$ cat src/rtl/czs_pkg.sv
package czs_pkg;

  localparam int SampleW         = 16;
  localparam int SumW            = 22;
  localparam int SqSumW          = 38;
  localparam int ZW              = 16;
  localparam int QuotBits        = 35;
  localparam int RootSteps       = 18;
  localparam int KW              = 18;
  localparam int StepCntW        = 6;
  localparam int DefMaxRows      = 64;
  localparam int DefFractionBits = 12;

  localparam logic [KW-1:0] ZMaxMag = KW'(32767);
  localparam logic [KW-1:0] ZMinMag = KW'(32768);

  typedef struct packed {
    logic signed [SampleW-1:0] sample_value;
    logic                      last_sample;
  } in_item_t;

  typedef struct packed {
    logic signed [ZW-1:0] zscore;
    logic                 last_result;
    logic                 degenerate;
    logic                 saturated;
  } out_item_t;

  typedef enum logic [3:0] {
    ST_LOAD,
    ST_COL1,
    ST_COL2,
    ST_COL3,
    ST_READ,
    ST_DIFF,
    ST_SQUARE,
    ST_SCALE,
    ST_CHECK,
    ST_DIVIDE,
    ST_ROOT_INIT,
    ST_ROOT,
    ST_FINISH,
    ST_EMIT
  } state_e;

  typedef struct packed {
    logic take;
    logic col1;
    logic col2;
    logic col3;
    logic read;
    logic diff;
    logic square;
    logic scale;
    logic check;
    logic div_step;
    logic root_init;
    logic root_step;
    logic finish;
    logic next_idx;
    logic clear;
  } cmd_t;

  typedef struct packed {
    logic degen;
    logic idx_last;
  } status_t;

endpackage

$ cat src/rtl/czs_ctrl.sv
module czs_ctrl import czs_pkg::*; (
  input  logic    clk_i,
  input  logic    rst_ni,
  input  logic    in_valid_i,
  input  logic    last_i,
  input  logic    out_stall_i,
  input  status_t status_i,
  output logic    in_stall_o,
  output logic    out_valid_o,
  output cmd_t    cmd_o
);

  state_e              state_q, state_d;
  logic [StepCntW-1:0] cnt_q, cnt_d;

  always_ff @(posedge clk_i or negedge rst_ni) begin
    if (!rst_ni) begin
      state_q <= ST_LOAD;
      cnt_q   <= '0;
    end else begin
      state_q <= state_d;
      cnt_q   <= cnt_d;
    end
  end

  always_comb begin
    state_d = state_q;
    cnt_d   = cnt_q;
    cmd_o   = '0;
    unique case (state_q)
      ST_LOAD: begin
        if (in_valid_i) begin
          cmd_o.take = 1'b1;
          if (last_i) state_d = ST_COL1;
        end
      end
      ST_COL1: begin
        cmd_o.col1 = 1'b1;
        state_d    = ST_COL2;
      end
      ST_COL2: begin
        cmd_o.col2 = 1'b1;
        state_d    = ST_COL3;
      end
      ST_COL3: begin
        cmd_o.col3 = 1'b1;
        state_d    = status_i.degen ? ST_FINISH : ST_READ;
      end
      ST_READ: begin
        cmd_o.read = 1'b1;
        state_d    = ST_DIFF;
      end
      ST_DIFF: begin
        cmd_o.diff = 1'b1;
        state_d    = ST_SQUARE;
      end
      ST_SQUARE: begin
        cmd_o.square = 1'b1;
        state_d      = ST_SCALE;
      end
      ST_SCALE: begin
        cmd_o.scale = 1'b1;
        state_d     = ST_CHECK;
      end
      ST_CHECK: begin
        cmd_o.check = 1'b1;
        cnt_d       = StepCntW'(QuotBits - 1);
        state_d     = ST_DIVIDE;
      end
      ST_DIVIDE: begin
        cmd_o.div_step = 1'b1;
        if (cnt_q == '0) state_d = ST_ROOT_INIT;
        else cnt_d = cnt_q - 1'b1;
      end
      ST_ROOT_INIT: begin
        cmd_o.root_init = 1'b1;
        cnt_d           = StepCntW'(RootSteps - 1);
        state_d         = ST_ROOT;
      end
      ST_ROOT: begin
        cmd_o.root_step = 1'b1;
        if (cnt_q == '0) state_d = ST_FINISH;
        else cnt_d = cnt_q - 1'b1;
      end
      ST_FINISH: begin
        cmd_o.finish = 1'b1;
        state_d      = ST_EMIT;
      end
      ST_EMIT: begin
        if (!out_stall_i) begin
          if (status_i.idx_last) begin
            cmd_o.clear = 1'b1;
            state_d     = ST_LOAD;
          end else begin
            cmd_o.next_idx = 1'b1;
            state_d        = status_i.degen ? ST_FINISH : ST_READ;
          end
        end
      end
      default: state_d = ST_LOAD;
    endcase
  end

  assign in_stall_o  = (state_q != ST_LOAD);
  assign out_valid_o = (state_q == ST_EMIT);

endmodule

$ cat config.mk
export PLATFORM = sky130hd
export DESIGN_NAME = czs_ctrl
export DESIGN_NICKNAME = d
export VERILOG_FILES = /design/src/rtl/czs_pkg.sv /design/src/rtl/czs_ctrl.sv
export SDC_FILE = /design/constraint.sdc
export NUM_CORES = 1
export LEC_CHECK = 0
export BUFFER_PORTS_ARGS = -buffer_cell sky130_fd_sc_hd__buf_4
export CORE_UTILIZATION = 30
export DETAILED_ROUTE_END_ITERATION = 8
export GPL_TIMING_DRIVEN = 1
export PLACE_DENSITY = 0.6
export SLEW_MARGIN = 20
export SYNTH_ARGS = -nofsm -noshare
export SYNTH_HDL_FRONTEND = slang
export SYNTH_SLANG_ARGS = --single-unit
$ cat constraint.sdc
create_clock -name clk_i -period 2 [get_ports clk_i]
set_clock_uncertainty 0.05 [all_clocks]
set_input_delay 0.6 -clock clk_i [delete_from_list [all_inputs] [get_ports clk_i]]
set_output_delay 0.6 -clock clk_i [all_outputs]
set_load 0.01 [all_outputs]
---- After elaboration in Yosys (flattened, before gate mapping) ----
Index checks and enable logic that the tools add are counted.
word-level totals
  input bits .............................. 7
  word-level logic and storage cells ...... 57
  flip-flop bits (word level) ............. 10
  output and inout bits ................... 17
operators by class
  reduce and logical (&&, ||, !) cells .... 7
  eq/ne operators ......................... 19
  add/subtract/negate cells ............... 1
  muxes and demuxes ....................... 28
operators with widths
  cell                 count
  $pmux 4 s14          1
  $mux 4               7
  $eq 4x4->1 const B   6
  $pmux 6 s3           1
  $eq 4x3->1 const B   4
  $mux 1               16
  $ne 2x2->1 const B   6
  $eq 4x2->1 const B   2
  $logic_not 6->1      1
  $mux 6               1
  $sub 6x1->6 const B  1
  $reduce_and 5->1     1
  $eq 4x1->1 const B   1
  $logic_not 4->1      1
  $mux 2               2
  $reduce_bool 4->1    1
  $reduce_bool 3->1    1
  $reduce_and 2->1     1
  $reduce_or 2->1      1

---- Longest topological paths before layout ----
  depth after elaboration ................. 4
  gate-level depth with buffers ........... 6
  depth with buffers taken out ............ 6

---- Least setup slack after synthesis ----
OpenSTA, ideal clock, no wires.
  path kind ............................... register to output
  start point ............................. reg state_q[1]
  end point ............................... out cmd_o[1] in the netlist's numbering
  data required time ...................... 1.350 ns
  cell stages (with the launch flop) ...... 4
  data arrival time ....................... 1.199 ns
  setup slack ............................. 0.151 ns
  buffers on the path ..................... 1
  cell sequence ........................... dfrtp_1 buf_2 nand2b_1 nor4_1
RTL lines
  item                    RTL line        text
  start, declared         czs_ctrl.sv:13  state_e state_q, state_d;
  start signal, assigned  czs_ctrl.sv:21  state_q <= state_d;
  end, declared           czs_ctrl.sv:10  output cmd_t cmd_o

==> results.toml <==
[timing]
hold_viol_final = 0
setup_violations = 0
worst_slew_pin_slew_ps = 248
fmax_mhz = 510
fin_ws_ps = 40.1
slew_violations = 0
fin_crit_ps = 1960
slew-limit-headroom = 0.835
post-route-period-util = 0.980
rsz0062_at_grt = "yes"

[cts]
cts_buffer_depth = 2
clkLatencyLatePin_ps = 270
cts_made_buffers = 3
cts_tree = "yes"
clock-sinks = 10
clockRootBuffer = "clkbuf_4"
clkTransAtPathRegs_ps = 70
htree_levels = 1

[drt]
drtPass1Iterations = 6
first_iter_violations = 24
routed_wl_mm = 2.04
num_vias = 850
vias_per_cell = 5.31
detail-route-antenna-nets = 0
wl_per_cell_um = 12.7
drcViolationCount = 1

[power]
power_w = 0.00173
ir_drop_v = 0.000787
p_sw_w = 0.000794
combPwrFrac = 0.658
power_density_nw_per_um2 = 1550
cell_internal_pwr_w = 0.000936
switching_share = 0.459
leakage_nw = 0.512
p_seq_frac = 0.260
clock_power_share = 0.082

[global_route]
grt_pass1_vias = 738
grt_pass1_wl_mm = 3.19
gr-total-overflow = 0
use_met3 = 0.0435
antenna_found_initial = 0
grt.busiest_layer = "met2"
grt_use_met1 = 0.199
gr-usage-all-layers = 0.159
met2_usage = 0.247
grt_max_degree = 13

[layout]
instances_no_fill = 160
diodes = 0
final_nets = 141
drive_gt1_frac = 0.438
syn_to_final_growth_pct = 44.6

[synthesis]
yosys.cell_types.count = 36
synth_nets = 105
syn_area_um2 = 772
ys_seq_area_frac = 0.324
yosys_warnings = 0
syn_inst = 96
syn_area_per_cell_um2 = 8.04
ys_ff_latch = 10

[floorplan]
die_area_um2 = 2780
fp.dieW_um = 52.7
num_io_pins = 24
coreArea_um2 = 2450
initial_core_util = 0.314
fp-row-count = 18
die_y_um = 52.7

[worst_hold_path]
hold_class = "input pin to asynchronous set/reset pin"

[placement]
place_congestion = 0.769
post-place-ws_ps = 177
dpl.cell_count = 151
hpwl_mm = 1.48
port_buffers = 23

[status]
status = "finished with violations"
failed_checks = "DRC"

[setup_path]
cp-end-kind = "output pin"
cp_max_fo = 7
crit_type = "register to output pin"
start_kind = "register"
crit_required_ps = 1350
arrival_ps = 1310
r2r_slack_ps = 450

[flow_run]
maxCapViolations = 0
-- cells by family (layout without fill, tap and decap cells) --
logic type,count (synthesis),in the layout,share of synthesized area
simple gates,50,50,0.352
compound gates,26,26,0.241
flops,10,10,0.324
buf+inv,8,42,0.0502
fa+ha+maj,2,2,0.0324
-- layout by cell type, fill, tap and decap left out, types with 2 or more instances in the layout --
master	n
buf_4	36
o31ai_1	2
nor3_1	6
ha_1	2
o21ai_0	6
nor2_2	3
dfrtp_1	7
nor3_2	2
inv_1	3
a31oi_1	2
nor2_1	13
clkbuf_4	3
a21oi_1	4
nand3_1	2
nand2b_1	4
nand2_1	8
a211oi_1	2
dfrtp_2	3
-- cells in the mapped netlist --
library cell	n	area (um2)
and2b_4	1	10.0
buf_2	4	20.0
nor3_4	1	16.3
a211oi_1	2	15.0
nor2_1	16	60.1
a21o_1	1	7.51
a22oi_1	1	7.51
nor3_2	1	10.0
a31o_1	1	8.76
a21oi_1	4	20.0
o22a_1	1	8.76
o21ai_1	1	5.00
nand2_1	9	33.8
nand3_1	2	10.0
and2_1	1	6.26
nor2b_2	1	8.76
nor2b_1	1	6.26
o31ai_1	2	15.0
a2111oi_2	1	15.0
dfrtp_1	10	250
nand3b_1	1	7.51
a31oi_1	2	12.5
o21ai_0	6	30.0
buf_4	1	7.51
inv_1	3	11.3
ha_1	2	25.0
nor4b_2	1	15.0
and4_1	1	8.76
nand2b_1	5	31.3
and3_1	1	6.26
nor4_1	1	6.26
a22o_1	1	8.76
o21bai_2	1	11.3
nor3_1	7	35.0
a2bb2oi_1	1	8.76
a211oi_2	1	12.5
-- per-stage QoR --
stage / util / hold WS, ps / setup TNS (ps) / cell area, um2
global placement: 0.410 / 394 / 0 / 1010
detailed placement: 0.410 / 393 / 0 / 1010
CTS: 0.422 / 96.0 / 0 / 1030
floorplan: - / 254 / 0 / 772
global route: 0.455 / 93.4 / -65.9 / 1120
finish: 0.455 / 98.5 / 0 / 1120
-- worst max-delay path, stage by stage, from the launching register on --
cell      delay, ps
dfrtp_2         450
nand2b_1        250
nor3_2          190
buf_4           150
-- registers in the layout (all words and copies together) (netlist names) --
signal and count:
cnt_q 6, state_q 4
-- worst paths after layout --
check | startpoint | endpoint | cells past startpoint
setup / recovery | state_q[2]$_DFFE_PN0P_ | cmd_o[6] | 3
hold / removal | rst_ni | cnt_q[1]$_DFFE_PN0P_ | 1
setup reg to reg | state_q[3]$_DFFE_PN0P_ | cnt_q[5]$_DFFE_PN0P_ | 6
hold reg to reg | cnt_q[5]$_DFFE_PN0P_ | cnt_q[5]$_DFFE_PN0P_ | 1
max in group asynchronous | rst_ni | state_q[3]$_DFFE_PN0P_ | 1
min in group clk_i | cnt_q[5]$_DFFE_PN0P_ | cnt_q[5]$_DFFE_PN0P_ | 1
-- power by group through the flow --
stage	registers [W]	logic, W	clock network (W)
global placement	0.000447	0.000983	0
detailed placement	0.000450	0.000987	0
finish	0.000450	0.00114	0.000142
CTS	0.000452	0.000996	0.000147
global route	0.000466	0.00126	0.000158
floorplan	0.000398	0.000698	0
-- metal layers --
layer,share of wire,wire (um)
met1,0.46,935
met5,0,0
met3,0.041,83
met2,0.48,984
met4,0.017,34
-- cell type report --
class                           instances  area, um2
Timing Repair Buffer                   36        270
Multi-Input combinational cell         78        520
Tap cell                               30       37.5
Fill cell                             237       1340
Clock buffer                            3       22.5
Inverter                                3       11.3
Sequential cell                        10        254
-- timing repair --
item,in CTS,in global routing
gates resized for setup,3,9
pin swaps,0,1
hold buffers,0,0
endpoints found under the setup margin,4,10
setup buffers,0,6
(Power assumes the default switching activity.)
